===== src/prrs_pkg.sv =====
// Package: shared types, constants and codes for the request scheduler.
package prrs_pkg;

  localparam int Depth     = 16;
  localparam int Levels    = 3;
  localparam int IdxW      = $clog2(Depth);
  localparam int CntW      = $clog2(Depth + 1);
  localparam int PrioW     = 2;
  localparam int ClientW   = 16;
  localparam int EntryW    = 1 + PrioW + ClientW;
  localparam int LevW      = $clog2(Levels);

  localparam logic [2:0] ST_QUEUED    = 3'd0;
  localparam logic [2:0] ST_DUPLICATE = 3'd1;
  localparam logic [2:0] ST_FULL      = 3'd2;
  localparam logic [2:0] ST_INVALID   = 3'd3;
  localparam logic [2:0] ST_SERVED    = 3'd4;
  localparam logic [2:0] ST_EMPTY     = 3'd5;

  localparam logic OP_ENQ = 1'b0;
  localparam logic OP_DEQ = 1'b1;

  localparam logic [0:0] REG_PREFERRED = 1'b0;

  typedef struct packed {
    logic                 op;
    logic                 pool;
    logic [PrioW-1:0]     priority_req;
    logic [ClientW-1:0]   client_id;
  } in_item_t;

  typedef struct packed {
    logic [2:0]           status;
    logic [ClientW-1:0]   served_client;
    logic [PrioW-1:0]     served_priority;
    logic [4:0]           pool_count;
  } out_item_t;

  typedef struct packed {
    logic                 pool;
    logic [PrioW-1:0]     prio;
    logic [ClientW-1:0]   client;
  } entry_t;

  typedef enum logic [3:0] {
    S_IDLE,
    S_SCAN1,
    S_SCAN2,
    S_SCAN3,
    S_SHIFT_RD,
    S_SHIFT_WR,
    S_WRITE,
    S_OUT
  } state_t;

endpackage


===== src/priority_round_robin_request_scheduler_unit.sv =====
// Top level: two-pool priority scheduler with round robin inside a level.
//
// Usage: transactions enter on in_valid/in_stall carrying an op (enqueue or
// dequeue), a pool, a priority and a client id. Each transaction gives one
// result transaction on out_valid/out_stall: a status, the served client and
// priority, and the number of requests left in the addressed pool.
// Requests live in one 16-entry RAM in arrival order, read through a register.
// A transaction takes up to three passes over the stored entries, one entry
// a cycle, plus a compaction pass that moves each later entry down by one
// in a read state and a write state. The next transaction is taken once the
// scheduler is back in idle, and one transaction is worked on at a time.
// The result waits in an output register; while out_stall is high it holds.
// The next transaction is still taken and worked on meanwhile, and its
// finished result waits until the output register has been freed.
// Reset clears occupancy, pool counts, last-served history and the
// preferred-client register; RAM contents need no clearing since only the
// occupied prefix is ever read.
// The APB port holds preferred_client at address 0; pready is always high.
module priority_round_robin_request_scheduler_unit (
  input  logic                       clk,
  input  logic                       rst_n,
  input  logic                       in_valid,
  output logic                       in_stall,
  input  prrs_pkg::in_item_t         in_data,
  output logic                       out_valid,
  input  logic                       out_stall,
  output prrs_pkg::out_item_t        out_data,
  input  logic                       cfg_psel,
  input  logic                       cfg_penable,
  input  logic                       cfg_pwrite,
  input  logic [0:0]                 cfg_paddr,
  input  logic [31:0]                cfg_pwdata,
  output logic [31:0]                cfg_prdata,
  output logic                       cfg_pready
);

  localparam int IdxW = prrs_pkg::IdxW;
  localparam int CntW = prrs_pkg::CntW;
  localparam int CW   = prrs_pkg::ClientW;
  localparam int PW   = prrs_pkg::PrioW;

  prrs_pkg::state_t state_r, state_nxt;

  prrs_pkg::in_item_t  req_r, req_nxt;
  prrs_pkg::out_item_t res_r, res_nxt;
  prrs_pkg::out_item_t wrk_r, wrk_nxt;   // result being built
  logic                out_valid_r, out_valid_nxt;

  logic [CntW-1:0] occ_r, occ_nxt;
  logic [CntW-1:0] pcnt_r [2];
  logic [CntW-1:0] pcnt_nxt [2];
  logic [CW-1:0]   last_r [prrs_pkg::Levels];
  logic [CW-1:0]   last_nxt [prrs_pkg::Levels];
  logic [CW-1:0]   pref_r;

  // scan bookkeeping
  logic [CntW-1:0] rd_i_r, rd_i_nxt;     // next address to read
  logic            rd_v_r, rd_v_nxt;     // rdata valid this cycle
  logic [CntW-1:0] at_i_r, at_i_nxt;     // index of rdata
  logic            hit_r, hit_nxt;       // dup found / any found
  logic [PW-1:0]   top_r, top_nxt;
  logic [CW-1:0]   first_r, first_nxt;
  logic [CW-1:0]   next_r, next_nxt;
  logic            prefok_r, prefok_nxt;
  logic            lastok_r, lastok_nxt;
  logic [CW-1:0]   served_r, served_nxt;
  logic [CntW-1:0] pos_r, pos_nxt;
  logic            posok_r, posok_nxt;

  // RAM port
  logic                 we;
  logic [IdxW-1:0]      waddr, raddr;
  prrs_pkg::entry_t     wdata, rdata;

  prrs_ram #(.Width(prrs_pkg::EntryW), .Depth(prrs_pkg::Depth)) u_ram (
    .clk   (clk),
    .we    (we),
    .waddr (waddr),
    .wdata (wdata),
    .raddr (raddr),
    .rdata (rdata)
  );

  logic cfg_wr;
  assign cfg_pready = 1'b1;
  assign cfg_wr     = cfg_psel && cfg_penable && cfg_pwrite;
  assign cfg_prdata = (cfg_paddr == prrs_pkg::REG_PREFERRED) ? {16'd0, pref_r} : 32'd0;

  always_ff @(posedge clk) begin
    if (!rst_n) begin
      pref_r <= '0;
    end else if (cfg_wr && cfg_paddr == prrs_pkg::REG_PREFERRED) begin
      pref_r <= cfg_pwdata[CW-1:0];
    end
  end

  assign in_stall  = (state_r != prrs_pkg::S_IDLE);
  assign out_valid = out_valid_r;
  assign out_data  = res_r;

  logic [PW-1:0] lvl_idx;
  logic [CW-1:0] last_cur;
  logic          match;
  assign lvl_idx  = (top_r < PW'(prrs_pkg::Levels)) ? top_r : '0;
  assign last_cur = last_r[lvl_idx[prrs_pkg::LevW-1:0]];
  assign match    = rdata.pool == req_r.pool && rdata.prio == top_r;

  always_comb begin
    state_nxt     = state_r;
    req_nxt       = req_r;
    res_nxt       = res_r;
    wrk_nxt       = wrk_r;
    out_valid_nxt = out_valid_r;
    occ_nxt       = occ_r;
    pcnt_nxt      = pcnt_r;
    last_nxt      = last_r;
    rd_i_nxt      = rd_i_r;
    rd_v_nxt      = 1'b0;
    at_i_nxt      = rd_i_r;
    hit_nxt       = hit_r;
    top_nxt       = top_r;
    first_nxt     = first_r;
    next_nxt      = next_r;
    prefok_nxt    = prefok_r;
    lastok_nxt    = lastok_r;
    served_nxt    = served_r;
    pos_nxt       = pos_r;
    posok_nxt     = posok_r;
    we            = 1'b0;
    waddr         = occ_r[IdxW-1:0];
    wdata         = '0;
    raddr         = rd_i_r[IdxW-1:0];

    if (out_valid_r && !out_stall) begin
      out_valid_nxt = 1'b0;
    end

    unique case (state_r)
      prrs_pkg::S_IDLE: begin
        if (in_valid) begin
          req_nxt  = in_data;
          rd_i_nxt = '0;
          hit_nxt  = 1'b0;
          top_nxt  = '0;
          first_nxt = '0;
          next_nxt  = '0;
          prefok_nxt = 1'b0;
          lastok_nxt = 1'b0;
          posok_nxt  = 1'b0;
          state_nxt  = prrs_pkg::S_SCAN1;
        end
      end
      // pass 1: duplicate check (enqueue) or top level (dequeue)
      prrs_pkg::S_SCAN1: begin
        if (rd_v_r) begin
          if (req_r.op == prrs_pkg::OP_ENQ) begin
            if (rdata.client == req_r.client_id) hit_nxt = 1'b1;
          end else if (rdata.pool == req_r.pool && (!hit_r || rdata.prio > top_r)) begin
            hit_nxt = 1'b1;
            top_nxt = rdata.prio;
          end
        end
        if (rd_i_r < occ_r) begin
          rd_v_nxt = 1'b1;
          rd_i_nxt = rd_i_r + 1'b1;
        end else if (!rd_v_r) begin
          wrk_nxt.served_client   = '0;
          wrk_nxt.served_priority = '0;
          if (req_r.op == prrs_pkg::OP_ENQ) begin
            state_nxt = prrs_pkg::S_OUT;
            if (req_r.client_id == '0 || req_r.priority_req >= PW'(prrs_pkg::Levels))
              wrk_nxt.status = prrs_pkg::ST_INVALID;
            else if (hit_r)
              wrk_nxt.status = prrs_pkg::ST_DUPLICATE;
            else if (occ_r >= CntW'(prrs_pkg::Depth))
              wrk_nxt.status = prrs_pkg::ST_FULL;
            else begin
              wrk_nxt.status = prrs_pkg::ST_QUEUED;
              state_nxt      = prrs_pkg::S_WRITE;
            end
          end else if (!hit_r) begin
            wrk_nxt.status = prrs_pkg::ST_EMPTY;
            state_nxt      = prrs_pkg::S_OUT;
          end else begin
            rd_i_nxt  = '0;
            state_nxt = prrs_pkg::S_SCAN2;
          end
        end
      end
      // pass 2: candidates at the top level
      prrs_pkg::S_SCAN2: begin
        if (rd_v_r && match) begin
          if (first_r == '0) first_nxt = rdata.client;
          if (pref_r != '0 && rdata.client == pref_r) prefok_nxt = 1'b1;
          if (last_cur != '0 && rdata.client == last_cur) lastok_nxt = 1'b1;
          if (rdata.client > last_cur && (next_r == '0 || rdata.client < next_r))
            next_nxt = rdata.client;
        end
        if (rd_i_r < occ_r) begin
          rd_v_nxt = 1'b1;
          rd_i_nxt = rd_i_r + 1'b1;
        end else if (!rd_v_r) begin
          if (lastok_r && next_r != '0) served_nxt = next_r;
          else if (prefok_r)            served_nxt = pref_r;
          else                          served_nxt = first_r;
          rd_i_nxt  = '0;
          state_nxt = prrs_pkg::S_SCAN3;
        end
      end
      // pass 3: locate the served entry
      prrs_pkg::S_SCAN3: begin
        if (rd_v_r && !posok_r && match && rdata.client == served_r) begin
          posok_nxt = 1'b1;
          pos_nxt   = at_i_r;
        end
        if (rd_i_r < occ_r) begin
          rd_v_nxt = 1'b1;
          rd_i_nxt = rd_i_r + 1'b1;
        end else if (!rd_v_r) begin
          wrk_nxt.served_client   = '0;
          wrk_nxt.served_priority = '0;
          if (posok_r) begin
            rd_i_nxt  = pos_r + 1'b1;
            state_nxt = prrs_pkg::S_SHIFT_RD;
          end else begin
            wrk_nxt.status = prrs_pkg::ST_EMPTY;
            state_nxt      = prrs_pkg::S_OUT;
          end
        end
      end
      // compaction: move entry i+1 down to i
      prrs_pkg::S_SHIFT_RD: begin
        if (rd_i_r < occ_r) begin
          rd_v_nxt  = 1'b1;
          state_nxt = prrs_pkg::S_SHIFT_WR;
        end else begin
          occ_nxt = occ_r - 1'b1;
          if (pcnt_r[req_r.pool] != '0)
            pcnt_nxt[req_r.pool] = pcnt_r[req_r.pool] - 1'b1;
          last_nxt[lvl_idx[prrs_pkg::LevW-1:0]] = served_r;
          wrk_nxt.status          = prrs_pkg::ST_SERVED;
          wrk_nxt.served_client   = served_r;
          wrk_nxt.served_priority = top_r;
          state_nxt               = prrs_pkg::S_OUT;
        end
      end
      prrs_pkg::S_SHIFT_WR: begin
        we        = 1'b1;
        waddr     = IdxW'(at_i_r - 1'b1);
        wdata     = rdata;
        rd_i_nxt  = rd_i_r + 1'b1;
        state_nxt = prrs_pkg::S_SHIFT_RD;
      end
      prrs_pkg::S_WRITE: begin
        we           = 1'b1;
        waddr        = occ_r[IdxW-1:0];
        wdata.pool   = req_r.pool;
        wdata.prio   = req_r.priority_req;
        wdata.client = req_r.client_id;
        occ_nxt      = occ_r + 1'b1;
        pcnt_nxt[req_r.pool] = pcnt_r[req_r.pool] + 1'b1;
        state_nxt    = prrs_pkg::S_OUT;
      end
      // hold the finished result until the output register is free
      prrs_pkg::S_OUT: begin
        if (!out_valid_r || !out_stall) begin
          res_nxt            = wrk_r;
          res_nxt.pool_count = 5'(pcnt_r[req_r.pool]);
          out_valid_nxt      = 1'b1;
          state_nxt          = prrs_pkg::S_IDLE;
        end
      end
      default: state_nxt = prrs_pkg::S_IDLE;
    endcase
  end

  always_ff @(posedge clk) begin
    if (!rst_n) begin
      state_r     <= prrs_pkg::S_IDLE;
      out_valid_r <= 1'b0;
      occ_r       <= '0;
      pcnt_r[0]   <= '0;
      pcnt_r[1]   <= '0;
      for (int k = 0; k < prrs_pkg::Levels; k++) last_r[k] <= '0;
      rd_v_r      <= 1'b0;
    end else begin
      state_r     <= state_nxt;
      out_valid_r <= out_valid_nxt;
      occ_r       <= occ_nxt;
      pcnt_r      <= pcnt_nxt;
      last_r      <= last_nxt;
      rd_v_r      <= rd_v_nxt;
    end
  end

  always_ff @(posedge clk) begin
    req_r    <= req_nxt;
    res_r    <= res_nxt;
    wrk_r    <= wrk_nxt;
    rd_i_r   <= rd_i_nxt;
    at_i_r   <= at_i_nxt;
    hit_r    <= hit_nxt;
    top_r    <= top_nxt;
    first_r  <= first_nxt;
    next_r   <= next_nxt;
    prefok_r <= prefok_nxt;
    lastok_r <= lastok_nxt;
    served_r <= served_nxt;
    pos_r    <= pos_nxt;
    posok_r  <= posok_nxt;
  end

  // occupancy is the sum of both pool counts and never exceeds the store
  a_occ_sum: assert property (@(posedge clk) disable iff (!rst_n)
    occ_r == pcnt_r[0] + pcnt_r[1]) else $error("occupancy mismatch");
  a_occ_max: assert property (@(posedge clk) disable iff (!rst_n)
    occ_r <= CntW'(prrs_pkg::Depth)) else $error("occupancy overflow");
  a_served_nz: assert property (@(posedge clk) disable iff (!rst_n)
    out_valid && out_data.status == prrs_pkg::ST_SERVED |-> out_data.served_client != '0)
    else $error("served client zero");
  a_one_out: assert property (@(posedge clk) disable iff (!rst_n)
    $rose(out_valid) |-> $past(state_r) == prrs_pkg::S_OUT) else $error("stray result");

endmodule


===== src/prrs_ram.sv =====
// Generic single-port-write, single-port-read RAM with registered read.
module prrs_ram #(
  parameter int Width = 8,
  parameter int Depth = 16
) (
  input  logic                     clk,
  input  logic                     we,
  input  logic [$clog2(Depth)-1:0] waddr,
  input  logic [Width-1:0]         wdata,
  input  logic [$clog2(Depth)-1:0] raddr,
  output logic [Width-1:0]         rdata
);
  logic [Width-1:0] mem [Depth];

  always_ff @(posedge clk) begin
    if (we) begin
      mem[waddr] <= wdata;
    end
    rdata <= mem[raddr];
  end
endmodule


===== config.mk =====
export PLATFORM = sky130hd
export DESIGN_NAME = priority_round_robin_request_scheduler_unit
export DESIGN_NICKNAME = d
export VERILOG_FILES = /design/src/prrs_pkg.sv /design/src/priority_round_robin_request_scheduler_unit.sv /design/src/prrs_ram.sv
export SDC_FILE = /design/constraint.sdc
export NUM_CORES = 1
export LEC_CHECK = 0
export ABC_AREA = 1
export ABC_CLOCK_PERIOD_IN_PS = 4300
export BUFFER_PORTS_ARGS = -buffer_cell sky130_fd_sc_hd__buf_2
export CAP_MARGIN = 10
export CORE_ASPECT_RATIO = 2
export CORE_UTILIZATION = 40
export DETAILED_ROUTE_END_ITERATION = 8
export HOLD_SLACK_MARGIN = 0.05
export MAX_ROUTING_LAYER = met4
export PLACE_DENSITY = 0.63
export REMOVE_ABC_BUFFERS = 1
export SLEW_MARGIN = 40
export SYNTH_ARGS = -nofsm -noshare
export SYNTH_HDL_FRONTEND = slang
export SYNTH_SLANG_ARGS = --single-unit

===== constraint.sdc =====
create_clock -name clk -period 4.3 [get_ports clk]
set_input_delay 0.215 -clock clk [delete_from_list [all_inputs] [get_ports clk]]
set_output_delay 0.215 -clock clk [all_outputs]
set_load 0.02 [all_outputs]

==> impl_metrics.prom <==
# TYPE chip_impl_metric gauge
chip_impl_metric{name="cts_num_sinks",unit=""} 543
chip_impl_metric{name="fp.coreArea",unit="um2"} 57870
chip_impl_metric{name="initial_antenna_violation_count",unit=""} 0
chip_impl_info{name="status",value="finished, final reports clean"} 1
chip_impl_info{name="critical_path_destination",value="next_r[15]$_DFFE_PP_"} 1
chip_impl_metric{name="dpl-instance-area",unit="um2"} 24740
chip_impl_info{name="crit_path_start",value="top_r[1]$_SDFFCE_PN0P_"} 1
chip_impl_metric{name="rows",unit=""} 125
chip_impl_metric{name="mappedNetlistArea",unit="um2"} 23370
chip_impl_metric{name="postSynthCellCount",unit=""} 2175
chip_impl_metric{name="yosys.cell_types.count",unit=""} 50
chip_impl_metric{name="cts_max_path_buffers",unit=""} 3
chip_impl_metric{name="layout-drive-gt1-share",unit=""} 0.1212
chip_impl_metric{name="timing.max_cap.violations",unit=""} 0
chip_impl_metric{name="final-hold-violation-count",unit=""} 0
chip_impl_metric{name="max_freq",unit="MHz"} 295.2
chip_impl_metric{name="timing.final.setup_violations",unit=""} 0
chip_impl_metric{name="postCtsSetupRepairBufs",unit=""} 0
chip_impl_info{name="cp-end-kind",value="flop"} 1
chip_impl_info{name="crit-reg2reg-capture",value="next_r[15]$_DFFE_PP_"} 1
chip_impl_metric{name="postCtsResizedCells",unit=""} 0
chip_impl_metric{name="layout.cell_area.non_filler",unit="um2"} 26580
chip_impl_info{name="rsz_0062_raised_after_global_routing",value="no"} 1
chip_impl_info{name="most-common-layout-cells",value="sky130_fd_sc_hd__edfxtp_1, sky130_fd_sc_hd__nor2_1, sky130_fd_sc_hd__o21ai_0"} 1
chip_impl_info{name="cts_tree",value="done"} 1
chip_impl_info{name="timing.rr.start",value="top_r[1]$_SDFFCE_PN0P_"} 1
chip_impl_metric{name="die_area",unit="um2"} 59460
chip_impl_metric{name="clock_tree.htree_level_count",unit=""} 2
chip_impl_metric{name="timing.final.crit_period",unit="ps"} 3388
chip_impl_info{name="mostFrequentLayoutCell",value="sky130_fd_sc_hd__edfxtp_1"} 1
chip_impl_metric{name="die_y",unit="um"} 343.9
chip_impl_metric{name="port-buffer-count",unit=""} 87
chip_impl_metric{name="routed_wl_per_cell",unit="um"} 21.47
chip_impl_metric{name="slew_headroom",unit=""} 0.4212
chip_impl_metric{name="firstDrtPassIters",unit=""} 5
chip_impl_info{name="min-delay-path-class",value="in -> reg"} 1
chip_impl_metric{name="drcViolationCount",unit=""} 0
chip_impl_metric{name="clkLatencyLatePin",unit="ps"} 600
chip_impl_metric{name="initial_core_util",unit=""} 0.4039
chip_impl_metric{name="final_nets",unit=""} 2401
chip_impl_metric{name="post-route-period-util",unit=""} 0.7879
chip_impl_metric{name="skew",unit="ps"} 25.65
chip_impl_metric{name="globalRoute.totalOverflow",unit=""} 0
chip_impl_metric{name="cts-hold-fix-buffers",unit=""} 37
chip_impl_metric{name="area_growth",unit="%"} 13.71
chip_impl_metric{name="dp_hpwl",unit="um"} 45730
chip_impl_metric{name="post_detailed_route_count_of_antenna_violating_nets",unit=""} 0
chip_impl_metric{name="timing.reg2reg.worst_path_depth",unit=""} 18
chip_impl_metric{name="power.density_cell_area",unit="nW/um2"} 647.8
chip_impl_metric{name="cp_max_fo",unit=""} 20
chip_impl_metric{name="routed_wl",unit="um"} 66320
chip_impl_info{name="critical_path.startpoint_type",value="flop"} 1
chip_impl_info{name="clock-root-buffer",value="sky130_fd_sc_hd__clkbuf_16"} 1
chip_impl_metric{name="grt_first_pass_wirelength",unit="um"} 98260
chip_impl_metric{name="p_leak",unit="nW"} 9.928
chip_impl_metric{name="globalplace.congestion",unit=""} 0.9362
chip_impl_metric{name="ir_drop",unit="mV"} 0.3064
chip_impl_metric{name="dieWidth",unit="um"} 172.9
chip_impl_metric{name="total_power_after_layout",unit="mW"} 17.22
chip_impl_metric{name="num_antenna_cells",unit=""} 0
chip_impl_metric{name="grt_start_max_net_pins",unit=""} 108
chip_impl_metric{name="route.vias.total",unit=""} 16798
chip_impl_metric{name="cts_buffers",unit=""} 45
chip_impl_metric{name="track_usage",unit=""} 0.2289
chip_impl_metric{name="r2r_slack",unit="ps"} 910
chip_impl_metric{name="detailedRoute.firstIterationViolations",unit=""} 1486
chip_impl_metric{name="synth_seq_cells",unit=""} 543
chip_impl_metric{name="number_of_placed_i_o_pins",unit=""} 121
chip_impl_metric{name="avg_cell_area_syn",unit="um2"} 10.75
chip_impl_metric{name="worst-endpoint-required",unit="ps"} 4570
chip_impl_metric{name="cp_data_arrival_time",unit="ps"} 3660
chip_impl_metric{name="finalMaxSlewViolations",unit=""} 0
chip_impl_metric{name="synthesis.yosys.warnings",unit=""} 0
chip_impl_metric{name="first_global_vias",unit=""} 16753
chip_impl_info{name="worst-setup-path-type",value="reg -> reg"} 1
chip_impl_metric{name="avgViaCountPerCell",unit=""} 5.438
chip_impl_metric{name="part_of_the_yosys_area_used_for_sequential_elements",unit=""} 0.6514
chip_impl_metric{name="clkTransAtPathRegs",unit="ps"} 70
chip_impl_metric{name="worst_pin_slew",unit="ps"} 867.3
per-layer routing:
layer / wire [um] / global-route usage
met2: 35650 / 0.4207
met5: 0 / -
met4: 5608 / 0.1842
met3: 3235 / 0.02586
met1: 21820 / 0.2141
registers in the layout, summed over array words and instances, names as in the netlist, 10 cells and up:
register,cells
served_r,16
out_data,26
u_ram.rdata,19
last_r,48
wrk_r,21
u_ram.mem,304
pref_r,16
next_r,16
req_r,20
pcnt_r,10
first_r,16
final cells by class:
| cell class | count | area [um2] |
|---|---|---|
| fill | 5292 | 31290 |
| sequential | 543 | 15220 |
| multi-input combinational | 1326 | 6988 |
| timing repair buffer | 177 | 1206 |
| clock buffer | 53 | 1176 |
| tap | 762 | 953.4 |
| inverter | 198 | 745.7 |
| clock inverter | 30 | 282.8 |
power by group:
group	internal, mW	switching (mW)	leakage [nW]
Sequential	6.60	0.719	5.18
Combinational	1.79	3.99	4.05
Clock	2.17	1.94	0.707
per-stage QoR:
step | setup WS [ps] | TNS, ps | instances | hold slack (ps) | util
2_1_floorplan | -1799 | -132830 | 2067 | 313.9 | -
3_3_place_gp | 941.2 | 0 | 2967 | 391.0 | 0.4261
3_5_place_dp | 943.3 | 0 | 2969 | 393.2 | 0.4275
4_1_cts | 915.2 | 0 | 3089 | 79.46 | 0.4592
5_1_grt | 515.2 | 0 | 3089 | 98.79 | 0.4593
6_report | 912.2 | 0 | 3089 | 93.97 | 0.4593
worst min-delay path by stage:
stage | startpoint | end | slack, ps | cells past startpoint
2_1_floorplan | in_data[0] | req_r[0]$_DFFE_PP_ | 310 | 0
3_3_place_gp | at_i_r[4]$_DFF_P_ | pos_r[4]$_DFFE_PP_ | 390 | 0
3_5_place_dp | in_data[8] | req_r[8]$_DFFE_PP_ | 390 | 1
4_1_cts | rst_n | pcnt_r[0]$_SDFFE_PN0P_ | 80 | 3
5_1_grt | rst_n | pcnt_r[0]$_SDFFE_PN0P_ | 100 | 3
6_report | rst_n | pcnt_r[5]$_SDFFE_PN0P_ | 90 | 3
cell usage after synthesis (all sizes together):
library cell	number	area, um2
nor2	329	1265
nand3	53	295.3
o2111ai	2	17.52
o21a	2	15.01
a21oi	115	586.8
inv	196	735.7
nor4	14	87.58
a211oi	1	7.510
nor3	10	61.31
or2	3	21.28
edfxtp	435	13060
o21ai	295	1495
buf	50	320.3
a22oi	4	30.03
o21bai	1	7.510
dfxtp	108	2162
xnor2	15	131.4
conb	2	7.510
nand3b	1	7.510
clkbuf	73	274.0
a31oi	2	12.51
a32o	1	10.01
a21boi	1	7.510
ha	49	613.1
o32ai	2	17.52
xor2	23	201.4
nand4	20	140.1
fa	1	20.02
a221oi	2	17.52
o211ai	17	127.6
o22ai	112	700.7
nor3b	2	15.01
clkinv	2	7.510
nand2	232	890.8
critical path: stages (launching register included):
cell                       delay [ps]
sky130_fd_sc_hd__edfxtp_1         390
sky130_fd_sc_hd__inv_1            140
sky130_fd_sc_hd__ha_1             470
sky130_fd_sc_hd__buf_4            330
sky130_fd_sc_hd__nor2_1            60
sky130_fd_sc_hd__nor2_1            80
sky130_fd_sc_hd__nand2_1           50
sky130_fd_sc_hd__o21ai_0          100
sky130_fd_sc_hd__inv_1             80
sky130_fd_sc_hd__ha_1             300
sky130_fd_sc_hd__nand2_1           70
sky130_fd_sc_hd__nor2_1           180
sky130_fd_sc_hd__nand2_1           80
sky130_fd_sc_hd__nand2_1           90
sky130_fd_sc_hd__nand2_1           50
sky130_fd_sc_hd__a21oi_1          130
sky130_fd_sc_hd__nand2_1           70
sky130_fd_sc_hd__a21oi_1          120
sky130_fd_sc_hd__buf_4            270
logic make-up (layout without fill, tap and decap cells):
| family | Yosys count | after routing | share of synthesized area |
|---|---|---|---|
| compound gates | 557 | 557 | 0.1306 |
| xor+xnor | 38 | 38 | 0.01424 |
| fa+ha+maj | 50 | 50 | 0.02709 |
| buf+inv | 321 | 458 | 0.05723 |
| flops | 543 | 543 | 0.6514 |
| other cells | 2 | 17 | 0.0003213 |
| simple gates | 664 | 664 | 0.1191 |
Power figures use the tool's default switching activity.
